$ cat config.mk
export PLATFORM = sky130hd
export DESIGN_NAME = current_sense_autozero_chopper_unit
export DESIGN_NICKNAME = d
export VERILOG_FILES = /design/src/hdl/csaz_pkg.sv /design/src/hdl/current_sense_autozero_chopper_unit.sv
export SDC_FILE = /design/constraint.sdc
export NUM_CORES = 2
export LEC_CHECK = 0
export BUFFER_PORTS_ARGS = -buffer_cell sky130_fd_sc_hd__buf_2
export CAP_MARGIN = 15
export CORE_MARGIN = 2
export CORE_UTILIZATION = 43
export DETAILED_ROUTE_END_ITERATION = 7
export MAX_ROUTING_LAYER = met4
export PLACE_DENSITY_LB_ADDON = 0.15
export SLEW_MARGIN = 10
export SYNTH_ARGS = -nofsm -noshare
export SYNTH_HDL_FRONTEND = slang
export SYNTH_SLANG_ARGS = --single-unit
$ cat constraint.sdc
create_clock -name clock -period 8.2 [get_ports clock]
set_input_delay 1.64 -clock clock [delete_from_list [all_inputs] [get_ports clock]]
set_output_delay 1.64 -clock clock [all_outputs]
set_load 0.05 [all_outputs]
$ cat src/hdl/csaz_pkg.sv
// Package for the current-sense auto-zero and gate chopper unit.
// Holds the shared constants, command codes and register indexes.
// No dependencies.
`default_nettype none

package csaz_pkg;

   // Default ADC sample width.
   localparam int ADC_BITS_DEFAULT = 12;

   // Widths of the configuration registers.
   localparam int CAL_SAMPLES_W = 16;
   localparam int DC_LIMIT_W    = 12;
   localparam int TIMEOUT_W     = 16;
   localparam int CSR_DATA_W    = 16;
   localparam int CSR_INDEX_W   = 2;

   // Number of sampled channels per set.
   localparam int NUM_CHANNELS = 6;

   // Offset tracking filter: offset = (raw + 11 * offset) / 12.
   // The divide by twelve is done as a shift by two and a divide by three.
   localparam int OFFSET_START = 2000;
   localparam int CAL_WEIGHT   = 11;
   localparam int CAL_SHIFT    = 2;
   localparam int CAL_DIV_ODD  = 3;

   // Register reset values.
   localparam logic [CAL_SAMPLES_W-1:0] CAL_SAMPLES_RESET = 16'd1000;
   localparam logic [DC_LIMIT_W-1:0]    DC_LIMIT_RESET    = 12'd1500;
   localparam logic [TIMEOUT_W-1:0]     TIMEOUT_RESET     = 16'd20;

   // Configuration register indexes.
   typedef enum logic [CSR_INDEX_W-1:0] {
      CSR_CAL_SAMPLES = 2'd0,
      CSR_DC_LIMIT    = 2'd1,
      CSR_TIMEOUT     = 2'd2
   } csr_index_type;

   // Transaction commands.
   typedef enum logic [0:0] {
      CMD_PROCESS = 1'b0,
      CMD_RESTART = 1'b1
   } command_type;

   // Channel order in the offset store.
   localparam int CH_LEFT_A     = 0;
   localparam int CH_LEFT_B     = 1;
   localparam int CH_LEFT_DC    = 2;
   localparam int CH_RIGHT_C    = 3;
   localparam int CH_RIGHT_B    = 4;
   localparam int CH_RIGHT_DC   = 5;

endpackage

`default_nettype wire

$ cat src/hdl/current_sense_autozero_chopper_unit.sv
// Top level of the current-sense auto-zero and gate chopper unit.
// Depends on csaz_pkg for constants, register indexes and command codes.
// Contains the input register, the single-pass datapath and the result register.
`default_nettype none

// One transaction carries one set of six current-sense ADC samples for two
// motors and yields one result transaction. The block takes a new sample set
// every clock cycle while the result side is not stalled; each set is held in
// the input register and then in the result register. After reset or a restart
// command the first cal_samples sets update the channel offsets and report
// calibrating with zero currents and both gates off; later sets report
// offset-minus-raw currents, and a motor's gate is on only while its DC current
// magnitude, the timeout count and the drive enable are all within bounds.
// Configuration writes take effect at once and are meant to be made while no
// transaction is in flight.
module current_sense_autozero_chopper_unit #(
   parameter int ADC_BITS = csaz_pkg::ADC_BITS_DEFAULT
) (
   input  wire                                    clock,
   input  wire                                    reset,

   // Configuration write port.
   input  wire                                    csr_write,
   input  wire  [csaz_pkg::CSR_INDEX_W-1:0]       csr_index,
   input  wire  [csaz_pkg::CSR_DATA_W-1:0]        csr_wdata,

   // Sample set channel.
   input  wire                                    req_valid,
   output logic                                   req_stall,
   input  wire                                    req_command,
   input  wire  [ADC_BITS-1:0]                    req_left_phase_a_raw,
   input  wire  [ADC_BITS-1:0]                    req_left_phase_b_raw,
   input  wire  [ADC_BITS-1:0]                    req_left_dc_raw,
   input  wire  [ADC_BITS-1:0]                    req_right_first_raw,
   input  wire  [ADC_BITS-1:0]                    req_right_second_raw,
   input  wire  [ADC_BITS-1:0]                    req_right_dc_raw,
   input  wire  [csaz_pkg::TIMEOUT_W-1:0]         req_timeout_count,
   input  wire                                    req_drive_enable,

   // Result channel.
   output logic                                   rsp_valid,
   input  wire                                    rsp_stall,
   output logic                                   rsp_calibrating,
   output logic signed [ADC_BITS:0]               rsp_left_current_a,
   output logic signed [ADC_BITS:0]               rsp_left_current_b,
   output logic signed [ADC_BITS:0]               rsp_left_current_dc,
   output logic signed [ADC_BITS:0]               rsp_right_current_b,
   output logic signed [ADC_BITS:0]               rsp_right_current_c,
   output logic signed [ADC_BITS:0]               rsp_right_current_dc,
   output logic                                   rsp_left_gate_on,
   output logic                                   rsp_right_gate_on
);

   localparam int NCH = csaz_pkg::NUM_CHANNELS;

   // Filter sum raw + 11 * offset stays below 12 * 2^ADC_BITS.
   localparam int SUM_W  = ADC_BITS + 4;
   // Sum after the shift by two, the operand of the divide by three.
   localparam int DIV_W  = SUM_W - csaz_pkg::CAL_SHIFT;
   // Reciprocal of three, exact for every DIV_W-bit operand.
   localparam int RECIP_SH = DIV_W + 1;
   localparam int RECIP_W  = DIV_W + 1;
   localparam logic [RECIP_W-1:0] RECIP =
      RECIP_W'(((2 ** RECIP_SH) + csaz_pkg::CAL_DIV_ODD - 1) / csaz_pkg::CAL_DIV_ODD);
   localparam int PROD_W = DIV_W + RECIP_W;
   // Width for the DC current magnitude compare.
   localparam int CMP_W  = (ADC_BITS + 1 > csaz_pkg::DC_LIMIT_W) ?
                           ADC_BITS + 1 : csaz_pkg::DC_LIMIT_W;
   localparam logic [ADC_BITS-1:0] OFFSET_INIT = ADC_BITS'(csaz_pkg::OFFSET_START);

   // Configuration registers.
   logic [csaz_pkg::CAL_SAMPLES_W-1:0] cal_samples_ff;
   logic [csaz_pkg::DC_LIMIT_W-1:0]    dc_limit_ff;
   logic [csaz_pkg::TIMEOUT_W-1:0]     timeout_limit_ff;

   // Input register.
   logic                               in_valid_ff;
   logic                               in_command_ff;
   logic [ADC_BITS-1:0]                in_raw_ff [NCH];
   logic [csaz_pkg::TIMEOUT_W-1:0]     in_timeout_ff;
   logic                               in_enable_ff;

   // Calibration state.
   logic [csaz_pkg::CAL_SAMPLES_W-1:0] cal_counter_ff;
   logic [csaz_pkg::CAL_SAMPLES_W-1:0] cal_counter_in;
   logic [ADC_BITS-1:0]                offset_ff [NCH];
   logic [ADC_BITS-1:0]                offset_in [NCH];

   // Result register.
   logic                               out_valid_ff;
   logic                               out_cal_ff;
   logic                               out_cal_in;
   logic signed [ADC_BITS:0]           out_cur_ff [NCH];
   logic signed [ADC_BITS:0]           out_cur_in [NCH];
   logic                               out_left_gate_ff;
   logic                               out_left_gate_in;
   logic                               out_right_gate_ff;
   logic                               out_right_gate_in;

   // Datapath intermediates.
   logic [SUM_W-1:0]                   filt_sum [NCH];
   logic [DIV_W-1:0]                   filt_quarter [NCH];
   logic [PROD_W-1:0]                  filt_prod [NCH];
   logic [ADC_BITS-1:0]                filt_offset [NCH];
   logic signed [ADC_BITS:0]           diff [NCH];
   logic [ADC_BITS:0]                  left_mag;
   logic [ADC_BITS:0]                  right_mag;
   logic                               common_ok;
   logic                               in_calibration;
   logic                               advance;

   // The input register moves on when the result register is empty or drained.
   assign advance   = !out_valid_ff || !rsp_stall;
   assign req_stall = in_valid_ff && !advance;

   // Configuration writes; indexes beyond the register list are ignored.
   always_ff @(posedge clock) begin
      if (reset) begin
         cal_samples_ff   <= csaz_pkg::CAL_SAMPLES_RESET;
         dc_limit_ff      <= csaz_pkg::DC_LIMIT_RESET;
         timeout_limit_ff <= csaz_pkg::TIMEOUT_RESET;
      end else if (csr_write) begin
         case (csaz_pkg::csr_index_type'(csr_index))
            csaz_pkg::CSR_CAL_SAMPLES: begin
               cal_samples_ff <= csr_wdata[csaz_pkg::CAL_SAMPLES_W-1:0];
            end
            csaz_pkg::CSR_DC_LIMIT: begin
               dc_limit_ff <= csr_wdata[csaz_pkg::DC_LIMIT_W-1:0];
            end
            csaz_pkg::CSR_TIMEOUT: begin
               timeout_limit_ff <= csr_wdata[csaz_pkg::TIMEOUT_W-1:0];
            end
            default: begin
            end
         endcase
      end
   end

   // Input register valid bit.
   always_ff @(posedge clock) begin
      if (reset) begin
         in_valid_ff <= 1'b0;
      end else if (!req_stall) begin
         in_valid_ff <= req_valid;
      end
   end

   // Input register payload, loaded with each accepted transaction.
   always_ff @(posedge clock) begin
      if (req_valid && !req_stall) begin
         in_command_ff                    <= req_command;
         in_raw_ff[csaz_pkg::CH_LEFT_A]   <= req_left_phase_a_raw;
         in_raw_ff[csaz_pkg::CH_LEFT_B]   <= req_left_phase_b_raw;
         in_raw_ff[csaz_pkg::CH_LEFT_DC]  <= req_left_dc_raw;
         in_raw_ff[csaz_pkg::CH_RIGHT_C]  <= req_right_first_raw;
         in_raw_ff[csaz_pkg::CH_RIGHT_B]  <= req_right_second_raw;
         in_raw_ff[csaz_pkg::CH_RIGHT_DC] <= req_right_dc_raw;
         in_timeout_ff                    <= req_timeout_count;
         in_enable_ff                     <= req_drive_enable;
      end
   end

   // Offset filter per channel: (raw + 11 * offset) >> 2, then divide by three
   // through a reciprocal multiply.
   always_comb begin
      for (int i = 0; i < NCH; i++) begin
         filt_sum[i] = SUM_W'(in_raw_ff[i])
                     + SUM_W'(offset_ff[i]) * SUM_W'(csaz_pkg::CAL_WEIGHT);
         filt_quarter[i] = filt_sum[i][SUM_W-1:csaz_pkg::CAL_SHIFT];
         filt_prod[i]    = PROD_W'(filt_quarter[i]) * PROD_W'(RECIP);
         filt_offset[i]  = filt_prod[i][RECIP_SH +: ADC_BITS];
         diff[i] = $signed({1'b0, offset_ff[i]}) - $signed({1'b0, in_raw_ff[i]});
      end
   end

   // DC current magnitudes and the shared gate conditions.
   always_comb begin
      left_mag  = diff[csaz_pkg::CH_LEFT_DC][ADC_BITS] ?
                  (ADC_BITS+1)'(-diff[csaz_pkg::CH_LEFT_DC]) :
                  (ADC_BITS+1)'(diff[csaz_pkg::CH_LEFT_DC]);
      right_mag = diff[csaz_pkg::CH_RIGHT_DC][ADC_BITS] ?
                  (ADC_BITS+1)'(-diff[csaz_pkg::CH_RIGHT_DC]) :
                  (ADC_BITS+1)'(diff[csaz_pkg::CH_RIGHT_DC]);
      common_ok = (in_timeout_ff <= timeout_limit_ff) && in_enable_ff;
   end

   // Next state and next result for the transaction in the input register.
   always_comb begin
      in_calibration    = cal_counter_ff < cal_samples_ff;
      cal_counter_in    = cal_counter_ff;
      out_cal_in        = 1'b1;
      out_left_gate_in  = 1'b0;
      out_right_gate_in = 1'b0;
      for (int i = 0; i < NCH; i++) begin
         offset_in[i]  = offset_ff[i];
         out_cur_in[i] = '0;
      end
      if (csaz_pkg::command_type'(in_command_ff) == csaz_pkg::CMD_RESTART) begin
         // Restart: clear the count and reload the start offsets.
         cal_counter_in = '0;
         for (int i = 0; i < NCH; i++) begin
            offset_in[i] = OFFSET_INIT;
         end
      end else if (in_calibration) begin
         // Calibration set: track the offsets, report zero currents.
         cal_counter_in = cal_counter_ff + 1'b1;
         for (int i = 0; i < NCH; i++) begin
            offset_in[i] = filt_offset[i];
         end
      end else begin
         // Measurement set: currents against the settled offsets.
         out_cal_in = 1'b0;
         for (int i = 0; i < NCH; i++) begin
            out_cur_in[i] = diff[i];
         end
         out_left_gate_in  = common_ok && (CMP_W'(left_mag) <= CMP_W'(dc_limit_ff));
         out_right_gate_in = common_ok && (CMP_W'(right_mag) <= CMP_W'(dc_limit_ff));
      end
   end

   // Calibration state advances as each transaction leaves the input register.
   always_ff @(posedge clock) begin
      if (reset) begin
         cal_counter_ff <= '0;
         for (int i = 0; i < NCH; i++) begin
            offset_ff[i] <= OFFSET_INIT;
         end
      end else if (in_valid_ff && advance) begin
         cal_counter_ff <= cal_counter_in;
         for (int i = 0; i < NCH; i++) begin
            offset_ff[i] <= offset_in[i];
         end
      end
   end

   // Result register valid bit.
   always_ff @(posedge clock) begin
      if (reset) begin
         out_valid_ff <= 1'b0;
      end else if (advance) begin
         out_valid_ff <= in_valid_ff;
      end
   end

   // Result register payload.
   always_ff @(posedge clock) begin
      if (in_valid_ff && advance) begin
         out_cal_ff        <= out_cal_in;
         out_left_gate_ff  <= out_left_gate_in;
         out_right_gate_ff <= out_right_gate_in;
         for (int i = 0; i < NCH; i++) begin
            out_cur_ff[i] <= out_cur_in[i];
         end
      end
   end

   // Result ports.
   assign rsp_valid            = out_valid_ff;
   assign rsp_calibrating      = out_cal_ff;
   assign rsp_left_current_a   = out_cur_ff[csaz_pkg::CH_LEFT_A];
   assign rsp_left_current_b   = out_cur_ff[csaz_pkg::CH_LEFT_B];
   assign rsp_left_current_dc  = out_cur_ff[csaz_pkg::CH_LEFT_DC];
   assign rsp_right_current_c  = out_cur_ff[csaz_pkg::CH_RIGHT_C];
   assign rsp_right_current_b  = out_cur_ff[csaz_pkg::CH_RIGHT_B];
   assign rsp_right_current_dc = out_cur_ff[csaz_pkg::CH_RIGHT_DC];
   assign rsp_left_gate_on     = out_left_gate_ff;
   assign rsp_right_gate_on    = out_right_gate_ff;

   // A calibrating result carries zero left A and DC currents and both gates off.
   assert property (@(posedge clock) disable iff (reset)
      (rsp_valid && rsp_calibrating) |->
         (!rsp_left_gate_on && !rsp_right_gate_on && rsp_left_current_dc == '0
          && rsp_right_current_dc == '0 && rsp_left_current_a == '0))
      else $error("calibrating result with nonzero current or gate on");

   // A restart transaction leaves the calibration count at zero.
   assert property (@(posedge clock) disable iff (reset)
      (in_valid_ff && advance
       && csaz_pkg::command_type'(in_command_ff) == csaz_pkg::CMD_RESTART) |=>
         (cal_counter_ff == '0 && out_valid_ff && out_cal_ff))
      else $error("restart did not clear the calibration count");

   // The count and the DC offsets only change when a transaction passes to the result register.
   assert property (@(posedge clock) disable iff (reset)
      !(in_valid_ff && advance) |=> ($stable(cal_counter_ff)
         && $stable(offset_ff[csaz_pkg::CH_LEFT_DC])
         && $stable(offset_ff[csaz_pkg::CH_RIGHT_DC])))
      else $error("calibration state changed without a transaction");

   // The input side is only held off while the input register is full.
   assert property (@(posedge clock) disable iff (reset)
      req_stall |-> (in_valid_ff && out_valid_ff && rsp_stall))
      else $error("input stalled without a blocked result");

endmodule

`default_nettype wire

=== After elaboration in Yosys (flattened, before gate mapping) ===
Memories as Yosys holds them, arrays and structs flattened.
Cells that the tools add are included.

* Bits in read-only memories: 0
* Bits in registers: 83
* Output and inout bits: 83
* Memories: 3
* Latch bits: 0
* Memory bits (writable): 222
* Input port bits: 113

{| class="wikitable"
|+ Memories
! name !! words !! width !! rd ports !! clocked after Yosys merged registers in !! write ports !! line !! text
|-
| out_cur_ff || 6 || 13 || 6 || 0 || 6 || current_sense_autozero_chopper_unit.sv:93 || <nowiki>logic signed [ADC_BITS:0] out_cur_ff [NCH];</nowiki>
|-
| in_raw_ff || 6 || 12 || 6 || 0 || 6 || current_sense_autozero_chopper_unit.sv:79 || <nowiki>logic [ADC_BITS-1:0] in_raw_ff [NCH];</nowiki>
|-
| offset_ff || 6 || 12 || 6 || 0 || 6 || current_sense_autozero_chopper_unit.sv:86 || <nowiki>logic [ADC_BITS-1:0] offset_ff [NCH];</nowiki>
|}

* Reductions and logical operators: 18
* Div/mod/pow operators: 0
* Bitwise gates (word level): 6
* $mul: 12
* Add/sub/neg operators: 15
* Shift operators: 0
* Multiplexer cells: 23
* Eq/ne operators: 2
* Magnitude comparators: 4

{| class="wikitable"
|+ Operators with widths
! kind !! number
|-
| multiplier 14 x 14 -> 27 bit, second input constant || 6
|-
| two-way mux 78 bit || 2
|-
| two-way mux 72 bit || 2
|-
| adder 12 x 16 -> 16 bit || 6
|-
| multiplier 12 x 4 -> 16 bit, second input constant || 6
|-
| subtractor 12 x 12 -> 13 bit || 6
|-
| two-way mux 12 bit || 6
|-
| two-way mux 16 bit || 2
|-
| less-or-equal comparator 13 x 12 -> 1 bit || 2
|-
| two-way mux 13 bit || 2
|-
| negator 13 bit || 2
|-
| adder 16 x 1 -> 16 bit, second input constant || 1
|-
| less-or-equal comparator 16 bit || 1
|-
| < comparator 16 bit || 1
|-
| two-way mux 1 bit || 9
|-
| AND reduction 2 bit || 4
|-
| logical AND 1 bit || 6
|-
| bitwise OR 1 bit || 6
|-
| zero test 1 bit || 4
|-
| equality test 2 x 1 -> 1 bit, second input constant || 1
|-
| equality test 2 bit, second input constant || 1
|-
| zero test 2 bit || 1
|-
| nonzero test 2 bit || 1
|-
| OR reduction 2 bit || 1
|-
| logical OR 1 bit || 1
|}

=== Longest topological paths before layout ===
* Word-level depth: 8
* Depth in mapped cells: 34
* Mapped depth without buffers: 34

=== Worst setup path before layout ===
No wires, ideal clock.

* Path type: register to register
* Start: memory offset_ff[5][1] (netlist name)
* End: memory offset_ff[5][10] (netlist name), data pin
* Setup time: 0.268 ns
* Arrival time: 7.837 ns
* Setup slack: 0.095 ns
* Required time: 7.932 ns
* Stages on the path, launching flop included: 32
* Cell sequence: edfxtp_1 -> ha_1 -> inv_1 -> fa_1 -> fa_1 -> inv_1 -> ha_1 -> a21o_1 -> a31o_1 -> a41o_1 -> or2_2 -> xnor2_1 -> inv_1 -> ha_1 -> ha_1 -> inv_1 -> fa_1 -> inv_1 -> fa_1 -> fa_1 -> fa_1 -> ha_1 -> a21oi_1 -> o21ai_0 -> o21ai_0 -> o41ai_1 -> nor4_2 -> o22ai_1 -> o41a_1 -> a31oi_1 -> xor2_1 -> nand2_1

{| class="wikitable"
|+ RTL lines
! item !! line
|-
| from (decl) || current_sense_autozero_chopper_unit.sv:86
|}

==> impl_metrics.toml <==
[setup_path]
cp_data_arrival_time_ns = 8.35
reg2reg_depth = 34
max_stage_delay_ns = 0.53
crit_path_frequent_cell = "fa_1"
worstSetupEndpointType = "flip-flop"
rrSetupSlack_ns = 0.17
path_class = "reg -> reg"
worstPathRequired_ns = 8.52
crit-reg2reg-launch = "offset_ff[3][3]"
startpoint = "offset_ff[3][3]"
critPathSlowestCell = "fa_1"
worstSetupEndpoint = "offset_ff[3][9]"
cp_max_fo = 5
worstSetupStartpointType = "flip-flop"
timing.rr.end = "offset_ff[3][9]"

[die]
die_y_um = 314
io-pin-count = 196
coreArea_sq_um = 95000
start_util_pct = 43.4
die_x_um = 314
rows = 113
fp.dieArea_sq_um = 98400

[min_path]
min_path_type = "reg -> reg"
hold_start = "cal_samples_ff[11]"

[clocking]
cts_tree = "built"
clock_latency_ns = 0.61
cts_buffers = 41
root_buffer = "clkbuf_16"
clk_path_buf_depth = 3
htree_levels = 2
cts_sinks = 305
clk_pin_slew_ns = 0.06

[detailed_routing]
wl_per_cell_um = 16.1
drcViolationCount = 0
vias_per_cell = 4.95
ant_nets = 0
drt_wl_total_um = 96900
dr.pass1.iters = 6
drt_iter0_markers = 1280
vias = 29800

[sta]
fmax_mhz = 125
fin_crit_ns = 8.03
relSlewSlack_pct = 45.5
finClkSkew_ns = 0.0248
worstMarginPinSlew_ns = 0.818
slew_viol_final = 0
grt_setup_unrepaired = "true"
min_period_over_period_pct = 97.9
setup_viol_count_final = 0
hold_viol = 0

[placed_design]
hpwl_um = 80600
place_congestion = 0.914
placed_cells = 5886
io_buffers = 195

[synthesis]
syn-instance-count = 4145
synth_seq_cells = 305
synth-xor-area-share_pct = 7.15
syn_avg_cell_area_sq_um = 9.95
seq_area_frac_synth_pct = 20.7
synth_cell_type_count = 84
yosys.area_share.simple_pct = 9.05
syn_area_sq_um = 41300
synth_warnings = 0
synth_top_family_by_area = "adder cells"
synth-edff-count = 243
synth.area.top_cells = "ha_1, fa_1, edfxtp_1, inv_1, xnor2_1"
synthesis.nets = 5521
synthArstFlopShare_pct = 0
synth_fa_ha_area_share_pct = 45.5
yosys.area.top_type_share_pct = 26.4
dominantRegCellSynth = "edfxtp_1"
yosysTopAreaCell = "ha_1"
synth_compound_area_share_pct = 9.88
muxShareOfSynthArea_pct = 0.0758

[grt]
grt_use_met2_pct = 33.3
grt_start_max_net_pins = 55
grt_usage_pct = 20.5
globalRouteMet3Util_pct = 1.85
antenna_found_initial = 1
busiest_layer = "met2"
gr-usage-met1_pct = 28.1
grt_pass1_wl_um = 158000
grt_pass1_vias = 30500
overflow = 0

[cells_and_area]
area_growth_pct = 21.2
drive_above_1_share_pct = 20.1
fill_cells = 8752
final_common_cell = "inv_1"
final_cells = 6026
nNetsFinal = 6104
layout_common_cells = "inv_1, ha_1, fa_1, buf_4, edfxtp_1"
utilization_pct = 52.6

[outcome]
status = "finished clean"

[flow_run]
maxCapViolCount = 0
==> stage by stage <==
stage	setup slack [ns]	area, sq um	TNS (ns)	hold WS, ns
after floorplan	0.0950	41300	0	0.436
after global placement	-0.405	46100	-3.51	0.442
after detailed placement	-0.309	46100	-3.48	0.446
after CTS	0.00318	47900	0	0.454
after global routing	-0.171	50000	-0.613	0.472
final	0.175	50000	0	0.454
==> logic make-up after synthesis <==
group	after synthesis
fa+ha+maj	1263
buf+inv	846
simple gates	782
compound gates	616
xor+xnor	330
flops	305
mux	3
==> critical path, delay by kind of cell, from the launching register on <==
| kind | cells | cell delay, ns |
|---|---|---|
| adder cells (fa/ha/maj) | 10 | 4.08 |
| flip-flops | 1 | 0.46 |
| AND/OR/NAND/NOR | 5 | 0.97 |
| buffers and inverters | 7 | 0.62 |
| XOR/XNOR | 2 | 0.36 |
| AO/OA/AOI/OAI | 10 | 1.26 |
==> final cells by class <==
type	count	area (sq um)	share of cell area (%)
inverter	810	3040	6.09
multi-input combinational	2994	31600	63.2
tap	1265	1580	3.17
clock inverter	24	275	0.550
clock buffer	51	1090	2.19
sequential	305	8540	17.1
antenna	1	2.50	0.00500
timing repair buffer	576	3880	7.76
==> Yosys cell counts, types with 9 or more instances <==
| library cell | count |
|---|---|
| o31ai_1 | 10 |
| a21o_1 | 95 |
| nor2_1 | 222 |
| o41ai_1 | 11 |
| a21boi_0 | 24 |
| inv_1 | 809 |
| edfxtp_1 | 243 |
| o21bai_1 | 17 |
| xnor2_1 | 185 |
| and2_1 | 22 |
| a21oi_1 | 187 |
| a211oi_1 | 11 |
| xor2_1 | 139 |
| ha_1 | 870 |
| or2_2 | 13 |
| a211o_1 | 22 |
| and4_1 | 9 |
| nand2b_1 | 47 |
| or3_1 | 16 |
| nor2b_1 | 56 |
| dfxtp_1 | 62 |
| o21a_1 | 34 |
| clkbuf_1 | 35 |
| nor3_1 | 76 |
| nand3_1 | 38 |
| and3_1 | 16 |
| nand2_1 | 213 |
| o21ai_0 | 106 |
| nand4_1 | 19 |
| fa_1 | 393 |
| a31oi_1 | 17 |
==> metal layers <==
layer | share of wire, % | routed length, um
met5 | 0 | 0
met1 | 48 | 46800
met4 | 1.7 | 1680
met3 | 2.7 | 2670
met2 | 47 | 45800
==> worst min path at each step <==
stage	endpoint	slack, ns	depth (start not counted)
after detailed placement	timeout_limit_ff[3]	0.45	2
after floorplan	cal_samples_ff[10]	0.44	2
after CTS	timeout_limit_ff[5]	0.45	2
after global placement	timeout_limit_ff[5]	0.44	2
final	cal_samples_ff[11]	0.45	2
after global routing	timeout_limit_ff[6]	0.47	2
==> flip-flops by register name, indices dropped and copies added, names as in the netlist <==
| name | cells |
|---|---|
| cal_counter_ff | 16 |
| cal_samples_ff | 16 |
| dc_limit_ff | 12 |
| in_command_ff | 1 |
| in_enable_ff | 1 |
| in_raw_ff | 72 |
| in_timeout_ff | 16 |
| in_valid_ff | 1 |
| offset_ff | 72 |
| out_cur_ff | 78 |
| rsp_calibrating | 1 |
| rsp_left_gate_on | 1 |
| rsp_right_gate_on | 1 |
| rsp_valid | 1 |
| timeout_limit_ff | 16 |
==> timing repair <==
item                       CTS  global route
hold buffers                 0             0
buffers inserted            18            48
pin swaps                   40           175
resized for setup           62           282
setup endpoints to repair   28            54
Power is left out: the tool's default activity adds up to more than one toggle a clock period on the data nets, which glitch-free logic cannot reach.
